<file path="src/hdl/fr_pkg.sv">
// ----------------------------------------------------------------------------
// fr_pkg
// Shared types and constants for the Fresnel reflectance pipeline.
// ----------------------------------------------------------------------------
package fr_pkg;

    localparam int FRAC_BITS = 15;
    localparam int SQRT_STEPS = FRAC_BITS + 1;
    localparam int DIV_STEPS = FRAC_BITS;
    localparam logic [31:0] ONE_Q = 32'(1) << FRAC_BITS;
    localparam logic [31:0] ONE_SQ = 32'(1) << (2 * FRAC_BITS);
    localparam logic [15:0] IDX_ONE = 16'd8192;

    typedef struct packed {
        logic signed [15:0] incident_x;
        logic signed [15:0] incident_y;
        logic signed [15:0] incident_z;
        logic signed [15:0] normal_x;
        logic signed [15:0] normal_y;
        logic signed [15:0] normal_z;
        logic [14:0]        refr_index;
    } fr_in_t;

    typedef struct packed {
        logic [15:0] reflectance;
        logic        total_internal;
    } fr_out_t;

    // Per-item context carried alongside the arithmetic units
    typedef struct packed {
        logic        tir;
        logic        leaving;
        logic [14:0] n;
        logic [15:0] c;
        logic [15:0] aux;
    } fr_side_t;

endpackage

</file>
<file path="src/hdl/fr_sqrt.sv">
// ----------------------------------------------------------------------------
// fr_sqrt
// Pipelined integer square root, one result bit per stage.
// ----------------------------------------------------------------------------
module fr_sqrt
    import fr_pkg::*;
(
    input  logic        clk,
    input  logic        rst_n,
    input  logic        en,
    input  logic        in_valid,
    input  logic [31:0] in_rad,
    input  fr_side_t    in_side,
    output logic        out_valid,
    output logic [15:0] out_root,
    output fr_side_t    out_side
);

    logic        vld_reg  [0:SQRT_STEPS];
    logic [31:0] rem_reg  [0:SQRT_STEPS];
    logic [31:0] res_reg  [0:SQRT_STEPS];
    fr_side_t    side_reg [0:SQRT_STEPS];

    // Valid bits
    always_ff @(posedge clk or negedge rst_n)
    begin
        if (!rst_n)
        begin
            for (int k = 0; k <= SQRT_STEPS; k++)
                vld_reg[k] <= 1'b0;
        end
        else if (en)
        begin
            vld_reg[0] <= in_valid;
            for (int k = 1; k <= SQRT_STEPS; k++)
                vld_reg[k] <= vld_reg[k-1];
        end
    end

    // One digit step per stage: trial subtract of res + bit
    always_ff @(posedge clk)
    begin
        if (en)
        begin
            rem_reg[0] <= in_rad;
            res_reg[0] <= '0;
            side_reg[0] <= in_side;
            for (int k = 1; k <= SQRT_STEPS; k++)
            begin
                side_reg[k] <= side_reg[k-1];
                if (rem_reg[k-1] >= res_reg[k-1] + (32'(1) << (2 * SQRT_STEPS - 2 * k)))
                begin
                    rem_reg[k] <= rem_reg[k-1] - res_reg[k-1]
                                  - (32'(1) << (2 * SQRT_STEPS - 2 * k));
                    res_reg[k] <= (res_reg[k-1] >> 1) + (32'(1) << (2 * SQRT_STEPS - 2 * k));
                end
                else
                begin
                    rem_reg[k] <= rem_reg[k-1];
                    res_reg[k] <= res_reg[k-1] >> 1;
                end
            end
        end
    end

    assign out_valid = vld_reg[SQRT_STEPS];
    assign out_root = res_reg[SQRT_STEPS][15:0];
    assign out_side = side_reg[SQRT_STEPS];

endmodule

</file>
<file path="config.mk">
export PLATFORM = sky130hd
export DESIGN_NAME = fr_sqrt
export DESIGN_NICKNAME = d
export VERILOG_FILES = /design/src/hdl/fr_pkg.sv /design/src/hdl/fr_sqrt.sv
export SDC_FILE = /design/constraint.sdc
export NUM_CORES = 2
export LEC_CHECK = 0
export ABC_CLOCK_PERIOD_IN_PS = 7800
export BUFFER_PORTS_ARGS = -buffer_cell sky130_fd_sc_hd__buf_2
export CAP_MARGIN = 10
export CORE_ASPECT_RATIO = 0.8
export CORE_MARGIN = 5
export CORE_UTILIZATION = 25
export DETAILED_ROUTE_END_ITERATION = 6
export MAX_ROUTING_LAYER = met4
export PLACE_DENSITY_LB_ADDON = 0.05
export SLEW_MARGIN = 10
export SYNTH_ARGS = -nofsm -noshare
export SYNTH_HDL_FRONTEND = slang
export SYNTH_SLANG_ARGS = --single-unit
</file>
<file path="constraint.sdc">
create_clock -name clk -period 7.8 [get_ports clk]
set_input_delay 0.39 -clock clk [delete_from_list [all_inputs] [get_ports clk]]
set_output_delay 0.39 -clock clk [all_outputs]
set_load 0.01 [all_outputs]
</file>
==> flow_summary.toml <==
[outcome]
status = "finished clean"

[timing]
setup_violations = 0
max_freq_mhz = 242
report.final.slew_viol_count = 0
fin_tns_setup_ns = 0
fin_crit_sh_pct = 53.1
rsz0062_at_grt = "false"
fin_crit_ns = 4.14
fin_worst_skew_ns = 0.103
worst_slew_pin_slew_ns = 1.07
max_slew_margin_pct = 27.4
fin_hold_ws_ns = 0.236
hold_viol_final = 0
layout_setup_ws_ns = 3.66

[detailed_routing]
vias = 46400
drtIter0Drc = 3004
finalWirelength_um = 178000
route.detailed.drc = 0
ant_nets = 0
drt-wirelength-per-cell_um = 16.5
firstDrtPassIters = 5
avgViaCountPerCell = 4.29

[synth]
synth_area_leaders = "edfxtp_1 (58%), ha_1 (11%), inv_1 (4.0%)"
synth_top_area_share_pct = 58.1
yosysMostFrequentCell = "edfxtp_1"
ys_ff_latch = 1498
ys_warn_count = 0
synth_area_mm2 = 0.0765
avgSynthCellArea_um2 = 12.0
synthArstFlopShare_pct = 1.13
ys_types = 95
synth-seq-area-share_pct = 58.7
synth_top_cell_by_area = "edfxtp_1"
synth_edf_count = 1481
syn_nets = 7119
syn_inst = 6358
ys_top_cells_by_count = "edfxtp_1 (1481), inv_1 (806), ha_1 (676)"
ys.flop_type = "edfxtp_1"

[clock_tree]
ctsResizeCount = 0
cts.clk_slew.worst_paths_ns = 0.06
cts-root-buf = "clkbuf_16"
insertion_delay_ns = 0.86
numCtsBuffers = 184
cts_tree = "yes"
cts_sinks = 1498
clock_path_buffers = 4
htree_levels = 4

[worst_setup_path]
crit_family = "compound AO/OA/AOI/OAI gates"
critical_path.max_fanout = 4
slowest_stage = "o311ai_0"
crit_type = "reg2reg"
path_cells = "inv_1 > ha_1 > o21ba_2 > o21ai_0 > a2111oi_0 > o311ai_0 > nand4b_1 > a41oi_1 > o21ai_0 > xnor2_1 > o21ai_0"
path_buf_inv = 1
critPathMaxStageDelay_ns = 0.95
cp-start-kind = "flop"
arrival_ns = 4.63
critPathRequiredTime_ns = 8.29
path_common_cell = "o21ai_0"
end_kind = "flop"

[pwr]
irDropWorstVdd_v = 0.000213
p_per_area_mw_per_mm2 = 434
leakage_nw = 34.9
power.total_mw = 38.4

[grt]
grt_pass1_vias = 46500
grt_use_total_pct = 11.3
antenna_found_initial = 10
met3_usage_pct = 1.73
use_met2_pct = 15.9
grt_busiest_layer = "met1"
grt_overflow = 0
grt_pass1_wl_um = 279000
grt.met1_usage_pct = 16.8
grt_max_degree = 176

[placement]
gp_congestion = 0.777
hpwl_um = 127000
dp_slack_ns = 3.77
portBuffers = 150

[floorplanning]
initial_core_util_pct = 25.1
die-area_mm2 = 0.317
die_width_um = 628
row_count = 181
core_area_mm2 = 0.304
io-pin-count = 151
die_y_um = 505

[cells_and_area]
areaGrowthSynthToFinish_pct = 15.6
fillers = 31400
final_nets = 7400
drive_above_1_share_pct = 7.99
largest_register_ffs = 833
post-route-util_pct = 29.1

[flow_run]
drv_cap = 0

[min_path]
min_path_type = "in2reg"
[layer usage]
metal  part of all wire (%)  up-vias
met5                      0        -
met4                    2.2        0
met3                    3.9      245
met2                     41      686
met1                     53    22200
li1                       -    23200
[placed cells by master, fill, tap and decap left out, types with 89 or more instances in the layout]
cell and count:
inv_1 806, xor2_1 177, nor2_1 456, o21ai_0 372, a21o_1 96, nor2b_1 89, xnor2_1 213, clkbuf_16 188
nand2_1 329, ha_1 676, a21oi_1 453, buf_2 149, edfxtp_1 1481
[logic make-up (layout without fill, tap and decap cells)]
kind of cell	after synthesis	in the layout	share of synthesized area (%)
other	0	2	0
adder cells (fa/ha/maj)	676	676	11.1
AO/OA/AOI/OAI	1398	1398	11.4
flip-flops	1498	1498	58.7
AND/OR/NAND/NOR	1373	1373	8.79
buffers and inverters	990	1406	5.12
XOR/XNOR	390	390	4.47
multiplexers	33	33	0.468
[area by class of cell]
cell class	count	area [µm²]	share of cell area, %
Clock inverter	94	816	0.922
Multi-Input combinational cell	3870	27700	31.3
Sequential cell	1498	44900	50.8
Antenna cell	2	5.00	0.00566
Inverter	809	3040	3.43
Timing Repair Buffer	276	2010	2.27
Tap cell	4026	5040	5.69
Clock buffer	227	4930	5.57
[final timing paths]
check	from	to	slack, ns	cells past startpoint
min in group asynchronous	rst_n	out_valid	0.72	3
max reg2reg	rem_reg[7][2]	rem_reg[8][23]	3.66	11
min	in_side[3]	side_reg[0][3]	0.24	2
max in group asynchronous	rst_n	vld_reg[14]	6.54	3
min reg2reg	side_reg[0][386]	side_reg[0][435]	0.37	0
max	rem_reg[7][2]	rem_reg[8][23]	3.66	11
[where the power goes]
part	switching [mW]	internal [mW]
sequential	1.21	11.4
clock	3.38	4.89
combinational	10.3	7.11
total	14.9	23.4
[stage by stage]
stage	cell area, µm²	cells
finish	88500	10800
CTS	88500	10800
global route	88500	10800
detailed placement	81900	10400
global placement	81900	10400
floorplan	76500	6358
[repair_timing]
item | CTS | global route
setup endpoints to repair | 0 | 0
hold endpoints to repair | 123 | 0
setup buffers | 0 | 0
hold buffers | 85 | 0
(Power assumes the default switching activity.)
