File: src/hdl/fr_pkg.sv
// ----------------------------------------------------------------------------
// fr_pkg
// Shared types and constants for the Fresnel reflectance pipeline.
// ----------------------------------------------------------------------------
package fr_pkg;

    localparam int FRAC_BITS = 15;
    localparam int SQRT_STEPS = FRAC_BITS + 1;
    localparam int DIV_STEPS = FRAC_BITS;
    localparam logic [31:0] ONE_Q = 32'(1) << FRAC_BITS;
    localparam logic [31:0] ONE_SQ = 32'(1) << (2 * FRAC_BITS);
    localparam logic [15:0] IDX_ONE = 16'd8192;

    typedef struct packed {
        logic signed [15:0] incident_x;
        logic signed [15:0] incident_y;
        logic signed [15:0] incident_z;
        logic signed [15:0] normal_x;
        logic signed [15:0] normal_y;
        logic signed [15:0] normal_z;
        logic [14:0]        refr_index;
    } fr_in_t;

    typedef struct packed {
        logic [15:0] reflectance;
        logic        total_internal;
    } fr_out_t;

    // Per-item context carried alongside the arithmetic units
    typedef struct packed {
        logic        tir;
        logic        leaving;
        logic [14:0] n;
        logic [15:0] c;
        logic [15:0] aux;
    } fr_side_t;

endpackage

File: src/hdl/fr_front.sv
// ----------------------------------------------------------------------------
// fr_front
// Dot product, clamp, cosine and 1 - cos^2 radicand, three register stages.
// ----------------------------------------------------------------------------
module fr_front
    import fr_pkg::*;
(
    input  logic        clk,
    input  logic        rst_n,
    input  logic        en,
    input  logic        in_valid,
    input  fr_in_t      in_data,
    output logic        out_valid,
    output logic [31:0] out_rad,
    output fr_side_t    out_side
);

    logic               s1_valid_reg, s2_valid_reg, s3_valid_reg;
    logic signed [31:0] p0_reg, p1_reg, p2_reg;
    logic [14:0]        n1_reg;
    fr_side_t           s2_side_reg, s3_side_reg;
    logic [31:0]        rad_reg;

    logic signed [33:0] dot;
    logic signed [33:0] dot_c;
    logic [33:0]        mag;
    fr_side_t           s2_side_next;

    // Clamp to +-1.0 in Q2.30, then take magnitude
    always_comb
    begin
        dot = $signed({{2{p0_reg[31]}}, p0_reg}) + $signed({{2{p1_reg[31]}}, p1_reg})
            + $signed({{2{p2_reg[31]}}, p2_reg});
        if (dot > $signed(34'(ONE_SQ)))
            dot_c = $signed(34'(ONE_SQ));
        else if (dot < -$signed(34'(ONE_SQ)))
            dot_c = -$signed(34'(ONE_SQ));
        else
            dot_c = dot;
        mag = dot_c[33] ? 34'(-dot_c) : 34'(dot_c);
        s2_side_next.tir = 1'b0;
        s2_side_next.leaving = (dot_c > 0);
        s2_side_next.n = (n1_reg == '0) ? 15'd1 : n1_reg;
        s2_side_next.c = mag[FRAC_BITS +: 16];
        s2_side_next.aux = '0;
    end

    // Valid bits
    always_ff @(posedge clk or negedge rst_n)
    begin
        if (!rst_n)
        begin
            s1_valid_reg <= 1'b0;
            s2_valid_reg <= 1'b0;
            s3_valid_reg <= 1'b0;
        end
        else if (en)
        begin
            s1_valid_reg <= in_valid;
            s2_valid_reg <= s1_valid_reg;
            s3_valid_reg <= s2_valid_reg;
        end
    end

    // Datapath
    always_ff @(posedge clk)
    begin
        if (en)
        begin
            p0_reg <= in_data.incident_x * in_data.normal_x;
            p1_reg <= in_data.incident_y * in_data.normal_y;
            p2_reg <= in_data.incident_z * in_data.normal_z;
            n1_reg <= in_data.refr_index;
            s2_side_reg <= s2_side_next;
            s3_side_reg <= s2_side_reg;
            rad_reg <= ONE_SQ - 32'(s2_side_reg.c * s2_side_reg.c);
        end
    end

    assign out_valid = s3_valid_reg;
    assign out_rad = rad_reg;
    assign out_side = s3_side_reg;

endmodule

File: config.mk
export PLATFORM = sky130hd
export DESIGN_NAME = fr_front
export DESIGN_NICKNAME = d
export VERILOG_FILES = /design/src/hdl/fr_pkg.sv /design/src/hdl/fr_front.sv
export SDC_FILE = /design/constraint.sdc
export NUM_CORES = 2
export LEC_CHECK = 0
export BUFFER_PORTS_ARGS = -buffer_cell sky130_fd_sc_hd__clkbuf_2
export CAP_MARGIN = 20
export CORE_ASPECT_RATIO = 1.4
export CORE_MARGIN = 3
export CORE_UTILIZATION = 65
export DETAILED_ROUTE_END_ITERATION = 8
export PLACE_DENSITY_LB_ADDON = 0.08
export SLEW_MARGIN = 10
export SYNTH_ARGS = -nofsm -noshare
export SYNTH_HDL_FRONTEND = slang
export SYNTH_SLANG_ARGS = --single-unit
File: constraint.sdc
create_clock -name clk -period 14.03 [get_ports clk]
set_clock_uncertainty 0.05 [all_clocks]
set_input_delay 2.1045 -clock clk [delete_from_list [all_inputs] [get_ports clk]]
set_output_delay 2.1045 -clock clk [all_outputs]
set_load 0.02 [all_outputs]
==> flow_metrics.py <==
metrics = {
    "run_status": {
        "status": "finished, final reports clean",
    },
    "cts": {
        "cts_made_buffers": 20,
        "clk_pin_slew_ns": 0.06,
        "clockBufferDepth": 3,
        "post_cts_resized": 0,
        "clkLatencyLatePin_ns": 0.52,
        "tritoncts": "done",
        "cts_root_buf": "clkbuf_16",
        "cts_sinks": 208,
        "cts_setup_buffers": 0,
        "h-tree-depth": 1,
        "hold_buffers": 0,
    },
    "sta": {
        "rsz0062_at_grt": "false",
        "maxSlewViolCount": 0,
        "setup_viol": 0,
        "hold_viol": 0,
        "fin_setup_tns_ns": 0,
        "period_needed_ns": 8.497,
        "fin_ws_ns": 5.533,
        "slew_headroom_pct": 31.97,
        "hold_ws_ns": 0.3697,
        "max_freq_mhz": 117.7,
        "worstMarginPinSlew_ns": 1.021,
        "timing.final.crit_share_pct": 60.56,
    },
    "detailed_routing": {
        "totalWireLength_mm": 99.91,
        "avgViaCountPerCell": 5.452,
        "wl_per_cell_um": 17.24,
        "drtPass1Iterations": 8,
        "antenna_left": 0,
        "drtIter0Drc": 1469,
        "drc": 0,
        "num_vias": 31600,
    },
    "critical_path": {
        "crit_fanout": 16,
        "r2r_cells": 23,
        "cp_slowest_cell": "fa_1",
        "critical_path_class": "in -> reg",
        "critPathCaptureType": "flip-flop",
        "crit_top_cell": "fa_1",
        "cp_cell_sequence": "clkbuf_2 -> and2_1 -> fa_1 -> inv_1 -> fa_1 -> fa_1 -> inv_1 -> fa_1 -> fa_1 -> inv_1 -> fa_1 -> inv_1 -> ha_1 -> a21oi_1 -> nor2_1 -> nor4_1 -> nand2_1 -> a31oi_1 -> o31ai_1 -> o41ai_1 -> o2111ai_1 -> a21o_1 -> a21oi_1 -> xnor2_1",
        "worst_ep_arrival_time_ns": 8.71,
        "cpPeakStageDelay_ns": 0.55,
        "cp.required_ns": 14.24,
        "startpoint_type": "input port",
    },
    "logic_synthesis": {
        "synthArstFlopShare_pct": 1.442,
        "syn_area_um2": 46600,
        "netlist_instances": 4790,
        "yosys-top-cells-count": "1,185 x inv_1, 993 x fa_1, 494 x nand2_1",
        "synth_seq_area_share_pct": 13.37,
        "syn_area_per_cell_um2": 9.729,
        "yosysTopAreaCell": "fa_1",
        "synth_edf_count": 205,
        "yosys_warnings": 0,
        "synth_most_common_cell": "inv_1",
        "yosys.area.top_type_share_pct": 42.66,
        "yosys_most_used_dff": "edfxtp_1",
        "yosys.cell_types.count": 73,
        "synth_area_leaders": "fa_1 43%, edfxtp_1 13%, ha_1 10%",
        "synth_seq_cells": 208,
    },
    "hold_path": {
        "min_path_type": "reg -> reg",
        "hold_path_depth": 0,
    },
    "global_route": {
        "gr-usage-met2_pct": 53.92,
        "grt_use_met1_pct": 33.53,
        "busiest_layer": "met2",
        "grt_util_met3_pct": 1.779,
        "grt_pass1_vias": 34520,
        "globalRouteTotalUtil_pct": 28.24,
        "grt_max_degree": 79,
        "antenna_found_initial": 2,
        "grt_overflow": 0,
        "grt_pass1_wl_mm": 168.9,
    },
    "die": {
        "start_util_pct": 65.96,
        "die_w_um": 232.3,
        "fp.coreArea_um2": 70650,
        "die_area_um2": 74990,
        "row_count": 115,
        "die_y_um": 322.8,
        "ioPinCount": 197,
    },
    "layout": {
        "final_layout_size_suffix_gt1_share_pct": 4.920,
        "syn_to_final_growth_pct": 4.529,
        "final_net_count": 6343,
        "final_area_um2": 48710,
    },
    "place": {
        "gp_congestion": 0.9127,
        "place_ws_ns": 5.090,
        "hpwl_mm": 85.08,
        "port_buffers": 179,
        "place_area_um2": 48070,
    },
    "job": {
        "maxCapViolCount": 0,
    },
}
routing by layer:
layer	vias to the layer above	wire [um]
li1	14500	-
met1	16050	36890
met2	820	55350
met3	228	3687
met4	0	3976
met5	-	0
cell usage in the layout (no fill, tap or decap), types with 5 or more instances in the layout:
master        n
clkbuf_16    21
conb_1       17
o21ai_0      77
xor2_1       37
a21oi_1     125
nor3_1       28
nor2_1      156
ha_1        390
a211oi_1     13
nand2_1     494
or4_1         6
inv_1      1185
clkbuf_2    179
nand3_1      30
and3_1       16
or3_1        13
nor2b_1      16
nor4_1        9
or2_2         6
a21boi_0      9
buf_4         5
a21o_1       58
xnor2_1     132
o21a_1       31
o21bai_1     16
fa_1        993
o31ai_1       8
a31oi_1      12
nand2b_1     32
o211ai_1      7
a31o_2        6
and2_1      419
edfxtp_1    205
a2111oi_0     5
nand4_1       9
o2111ai_1     6
logic make-up after synthesis:
family                     after synthesis  synth area share [%]
xor gates and xnor gates               169                 3.176
adders and majority gates             1383                 53.13
buffers and inverters                 1353                 11.05
other                                    1              0.008047
DFF                                    208                 13.37
and+or+nand+nor                       1257                 13.40
AOI/OAI and AO/OA                      412                 5.711
muxes                                    7                0.1584
path summary, 6_finish.rpt:
check / startpoint / end / slack (ns)
hold reg to reg: s2_side_reg[47] / out_side[47] / 0.37
max in group asynchronous: rst_n / s1_valid_reg / 12.48
setup / recovery: in_data[88] / p1_reg[31] / 5.53
setup reg to reg: s2_side_reg[30] / out_rad[29] / 6.46
hold / removal: s2_side_reg[47] / out_side[47] / 0.37
min in group asynchronous: rst_n / out_valid / 1.34
final cells by class:
type                    instances  area [um2]
clock inverters                13       103.9
repair buffers                185       947.2
diodes                          1       2.502
clock buffers                  22       529.3
flip-flops and latches        208        6231
well taps                     936        1171
inverters                    1185        4448
multi-input cells            3245       35280
fillers                      5638       21930
critical path: cells and delay by family:
family | cells | cell delay (ns)
fa+ha+maj | 7 | 3.39
xor+xnor | 1 | 0.09
buf+inv | 5 | 0.46
compound gates | 7 | 1.82
simple gates | 4 | 0.84
metrics by stage:
stage	util, %	cells
4_1_cts	68.94	5793
3_5_place_dp	68.05	5758
6_report	68.95	5795
5_1_grt	68.95	5795
3_3_place_gp	68.05	5758
2_1_floorplan	-	4806
Power is not shown: default switching activity piles up to over one toggle a cycle in this logic, so the estimate is an artifact.
