### config.mk
export PLATFORM = sky130hd
export DESIGN_NAME = fr_div
export DESIGN_NICKNAME = d
export VERILOG_FILES = /design/src/hdl/fr_pkg.sv /design/src/hdl/fr_div.sv
export SDC_FILE = /design/constraint.sdc
export NUM_CORES = 2
export LEC_CHECK = 0
export BUFFER_PORTS_ARGS = -buffer_cell sky130_fd_sc_hd__buf_2
export CAP_MARGIN = 20
export CORE_MARGIN = 2
export CORE_UTILIZATION = 56
export CTS_BUF_LIST = sky130_fd_sc_hd__clkbuf_8
export DETAILED_ROUTE_END_ITERATION = 12
export GPL_TIMING_DRIVEN = 1
export PLACE_DENSITY = 0.72
export SLEW_MARGIN = 15
export SYNTH_ARGS = -nofsm -noshare
export SYNTH_HDL_FRONTEND = slang
export SYNTH_SLANG_ARGS = --single-unit
export TNS_END_PERCENT = 5
### constraint.sdc
create_clock -name clk -period 5 [get_ports clk]
set_input_delay 0.25 -clock clk [delete_from_list [all_inputs] [get_ports clk]]
set_output_delay 0.25 -clock clk [all_outputs]
set_load 0.02 [all_outputs]
### src/hdl/fr_pkg.sv
// ----------------------------------------------------------------------------
// fr_pkg
// Shared types and constants for the Fresnel reflectance pipeline.
// ----------------------------------------------------------------------------
package fr_pkg;

    localparam int FRAC_BITS = 15;
    localparam int SQRT_STEPS = FRAC_BITS + 1;
    localparam int DIV_STEPS = FRAC_BITS;
    localparam logic [31:0] ONE_Q = 32'(1) << FRAC_BITS;
    localparam logic [31:0] ONE_SQ = 32'(1) << (2 * FRAC_BITS);
    localparam logic [15:0] IDX_ONE = 16'd8192;

    typedef struct packed {
        logic signed [15:0] incident_x;
        logic signed [15:0] incident_y;
        logic signed [15:0] incident_z;
        logic signed [15:0] normal_x;
        logic signed [15:0] normal_y;
        logic signed [15:0] normal_z;
        logic [14:0]        refr_index;
    } fr_in_t;

    typedef struct packed {
        logic [15:0] reflectance;
        logic        total_internal;
    } fr_out_t;

    // Per-item context carried alongside the arithmetic units
    typedef struct packed {
        logic        tir;
        logic        leaving;
        logic [14:0] n;
        logic [15:0] c;
        logic [15:0] aux;
    } fr_side_t;

endpackage

### src/hdl/fr_div.sv
// ----------------------------------------------------------------------------
// fr_div
// Pipelined fractional divider: num/den in Q.F, saturated to 1.0.
// ----------------------------------------------------------------------------
module fr_div
    import fr_pkg::*;
(
    input  logic        clk,
    input  logic        rst_n,
    input  logic        en,
    input  logic        in_valid,
    input  logic [31:0] in_num,
    input  logic [31:0] in_den,
    input  fr_side_t    in_side,
    output logic        out_valid,
    output logic [15:0] out_quo,
    output fr_side_t    out_side
);

    logic        vld_reg  [0:DIV_STEPS];
    logic [31:0] rem_reg  [0:DIV_STEPS];
    logic [31:0] den_reg  [0:DIV_STEPS];
    logic [14:0] quo_reg  [0:DIV_STEPS];
    logic        sat_reg  [0:DIV_STEPS];
    fr_side_t    side_reg [0:DIV_STEPS];

    logic [32:0] shl [1:DIV_STEPS];

    always_comb
    begin
        for (int k = 1; k <= DIV_STEPS; k++)
            shl[k] = {rem_reg[k-1], 1'b0};
    end

    // Valid bits
    always_ff @(posedge clk or negedge rst_n)
    begin
        if (!rst_n)
        begin
            for (int k = 0; k <= DIV_STEPS; k++)
                vld_reg[k] <= 1'b0;
        end
        else if (en)
        begin
            vld_reg[0] <= in_valid;
            for (int k = 1; k <= DIV_STEPS; k++)
                vld_reg[k] <= vld_reg[k-1];
        end
    end

    // Restoring division, one quotient bit per stage
    always_ff @(posedge clk)
    begin
        if (en)
        begin
            rem_reg[0] <= in_num;
            den_reg[0] <= in_den;
            quo_reg[0] <= '0;
            sat_reg[0] <= (in_den == '0) || (in_num >= in_den);
            side_reg[0] <= in_side;
            for (int k = 1; k <= DIV_STEPS; k++)
            begin
                den_reg[k] <= den_reg[k-1];
                sat_reg[k] <= sat_reg[k-1];
                side_reg[k] <= side_reg[k-1];
                if (shl[k] >= {1'b0, den_reg[k-1]})
                begin
                    rem_reg[k] <= 32'(shl[k] - {1'b0, den_reg[k-1]});
                    quo_reg[k] <= {quo_reg[k-1][13:0], 1'b1};
                end
                else
                begin
                    rem_reg[k] <= shl[k][31:0];
                    quo_reg[k] <= {quo_reg[k-1][13:0], 1'b0};
                end
            end
        end
    end

    assign out_valid = vld_reg[DIV_STEPS];
    assign out_quo = sat_reg[DIV_STEPS] ? ONE_Q[15:0] : {1'b0, quo_reg[DIV_STEPS]};
    assign out_side = side_reg[DIV_STEPS];

endmodule

==> impl_metrics.json <==
{
  "die_y_um": 401,
  "worst_pin_slew_ns": 1.04,
  "synth_edf_count": 1878,
  "seqCellArea_um2": 56800,
  "cts.reportedPaths.clkPinSlew_ns": 0.05,
  "grt_max_degree": 175,
  "syn-num-nets": 7271,
  "dp_slack_ns": 0.740,
  "r2r_slack_ns": 0.62,
  "dr.pass1.iters": 5,
  "synth_cell_type_count": 96,
  "die_w_um": 401,
  "grt_antenna_before_repair": 3,
  "worstSetupStartpoint": "rem_reg[1][6]",
  "rsz0062_at_grt": "false",
  "synth_area_leader_cell": "edfxtp_1",
  "p_leak_nw": 39.7,
  "crit_fanout": 63,
  "core_region_area_um2": 156000,
  "gp_congestion": 0.939,
  "nets": 7844,
  "cts_tree": "built",
  "async_flop_share_pct": 0.844,
  "finalMaxSlewViolations": 0,
  "swShare_pct": 32.9,
  "synth_top_area_share_pct": 63.8,
  "hold_viol": 0,
  "drive_above_1_share_pct": 10.8,
  "wl_mm": 170,
  "dpl-instance-area_um2": 91300,
  "place_hpwl_mm": 119,
  "finClkSkew_ns": 0.0885,
  "switchingPower_mw": 17.8,
  "max_freq_ghz": 0.228,
  "cts-htree-levels": 5,
  "pwr-share-comb_pct": 35.0,
  "p_seq_share_pct": 41.8,
  "clock_latency_ns": 1.04,
  "root_buffer": "clkbuf_8",
  "start_kind": "register",
  "rows": 145,
  "max-vdd-ir-drop_mv": 0.352,
  "cts_max_path_buffers": 4,
  "slew_headroom_pct": 30.5,
  "wire_per_inst_um": 17.9,
  "r2r_end": "rem_reg[1][36]",
  "first_iter_violations": 2795,
  "setup_slack_ns": 0.621,
  "ant_nets": 0,
  "cp.arrival_ns": 5.08,
  "drc": 0,
  "largest_reg_flops": 784,
  "powerDensity_nw_per_um2": 543,
  "hp-class": "in -> reg",
  "reg2reg_depth": 11,
  "synth.area.top_cells": "edfxtp_1, ha_1, inv_1",
  "grt_usage_pct": 21.1,
  "io_pins": 183,
  "ys_seq_area_share_pct": 64.3,
  "syn_to_final_growth_pct": 12.5,
  "final_area_um2": 99400,
  "cts_setup_buffers": 0,
  "finalSetupViolCount": 0,
  "path_class": "reg -> reg",
  "clock_sinks": 1896,
  "synth-seq-cells": 1896,
  "synth_warnings": 0,
  "synth_area_per_cell_um2": 13.3,
  "via_per_inst": 5.45,
  "internal-power_mw": 36.3,
  "port_buffers": 182,
  "ys.flop_type": "edfxtp_1",
  "maxCapViolCount": 0,
  "fillers": 11500,
  "clock_power_share_pct": 23.3,
  "syn_area_um2": 88300,
  "overflow": 0,
  "yosysMostFrequentCell": "edfxtp_1",
  "worstSetupEndpointType": "register",
  "cp.required_ns": 5.71,
  "initial_utilization_pct": 56.5,
  "fin_crit_sh_pct": 87.6,
  "r2r_start": "rem_reg[1][6]",
  "grt_pass1_vias": 54100,
  "tns_ns": 0,
  "period_needed_ns": 4.38,
  "multi_input_area_um2": 28100,
  "cts_repair_resize_count": 0,
  "syn_inst": 6629,
  "die-area_um2": 161000,
  "vias": 51800,
  "status": "completed",
  "grt_pass1_wl_mm": 272,
  "synthTopCellsByCount": "edfxtp_1, inv_1, ha_1, a21oi_1, nand2_1",
  "cts_made_buffers": 324,
  "crit_end": "rem_reg[1][36]"
}
critical path, cell delays in order (launching register included):
cell	delay (ns)
edfxtp_1	0.40
ha_1	0.38
a21o_1	0.19
a21oi_1	0.24
o2111ai_1	0.32
a211oi_1	0.63
o21ai_0	0.33
a31oi_1	0.48
a21oi_1	0.23
a31oi_4	0.21
buf_4	0.48
o21ai_0	0.18
cell usage in the layout (no fill, tap or decap), types with 14 or more instances in the layout:
| cell type | n |
|---|---|
| xor2_1 | 172 |
| mux2i_1 | 34 |
| clkinv_1 | 65 |
| and2_1 | 27 |
| nor2_1 | 305 |
| a21oi_1 | 437 |
| buf_2 | 181 |
| or3_1 | 21 |
| mux2_1 | 52 |
| edfxtp_1 | 1878 |
| mux2_2 | 127 |
| a21o_1 | 250 |
| o21a_1 | 88 |
| a211o_1 | 14 |
| inv_1 | 722 |
| o21ai_0 | 380 |
| clkinv_2 | 31 |
| buf_4 | 42 |
| a211oi_1 | 42 |
| a31oi_1 | 48 |
| and3_1 | 44 |
| nor2b_1 | 85 |
| nand3_1 | 82 |
| nand4_1 | 81 |
| ha_1 | 511 |
| o211ai_1 | 28 |
| xnor2_1 | 213 |
| nor3_1 | 59 |
| o31ai_1 | 29 |
| fa_1 | 14 |
| nor4_1 | 29 |
| clkbuf_8 | 338 |
| dfrtp_1 | 16 |
| o21bai_1 | 36 |
| nand2b_1 | 59 |
| dlygate4sd3_1 | 229 |
| nand2_1 | 381 |
kinds of logic after synthesis:
logic type | share of synthesized area [%]
compound gates | 11.0
xor+xnor | 3.82
fa+ha+maj | 7.55
buf+inv | 3.89
flops | 64.3
mux | 2.67
simple gates | 6.77
through the flow:
stage | util (%) | cells | hold WS, ns | power, mW
6_report | 63.6 | 9491 | 0.142 | 54.0
5_1_grt | 63.6 | 9491 | 0.0512 | 57.6
4_1_cts | 63.6 | 9486 | 0.0189 | 54.4
3_5_place_dp | 58.4 | 8704 | 0.176 | 41.4
3_3_place_gp | 58.4 | 8704 | 0.167 | 41.1
2_1_floorplan | - | 6629 | -0.0456 | 36.8
worst min path at each step:
| stage | start | end | slack (ns) | cells after the start |
|---|---|---|---|---|
| 2_1_floorplan | rst_n | out_valid | -0.05 | 0 |
| 3_3_place_gp | rst_n | vld_reg[15] | 0.17 | 1 |
| 3_5_place_dp | rst_n | vld_reg[15] | 0.18 | 1 |
| 4_1_cts | in_den[9] | den_reg[0][9] | 0.02 | 2 |
| 5_1_grt | in_den[9] | den_reg[0][9] | 0.05 | 2 |
| 6_report | in_den[9] | den_reg[0][9] | 0.14 | 2 |
layout make-up:
| class | count | share of cell area (%) |
|---|---|---|
| sequential | 1896 | 57.2 |
| multi-input combinational | 3895 | 28.3 |
| clock buffer | 338 | 4.68 |
| timing repair buffer | 464 | 3.78 |
| tap | 2058 | 2.59 |
| inverter | 621 | 2.34 |
| clock inverter | 215 | 1.15 |
| antenna | 4 | 0.0101 |
what timing repair did:
action	4_1_cts	5_1_grt
setup endpoints to repair	0	0
hold endpoints to repair	557	0
hold buffers	229	0
power groups by stage:
stage          clock [mW]  sequential (mW)  combinational (mW)
2_1_floorplan           0             22.3                14.5
3_3_place_gp            0             22.8                18.3
3_5_place_dp            0             22.9                18.5
4_1_cts              13.0             22.6                18.8
5_1_grt              13.7             22.8                21.0
6_report             12.6             22.6                18.9
routing by layer:
layer / share of wire (%) / GRT usage, % / up-vias
met1: 38 / 22.0 / 24500
li1: - / - / 25700
met2: 53 / 39.6 / 1098
met5: 0 / 0 / -
met3: 3.5 / 3.86 / 486
met4: 5.7 / 12.2 / 0
(Power assumes the default switching activity.)
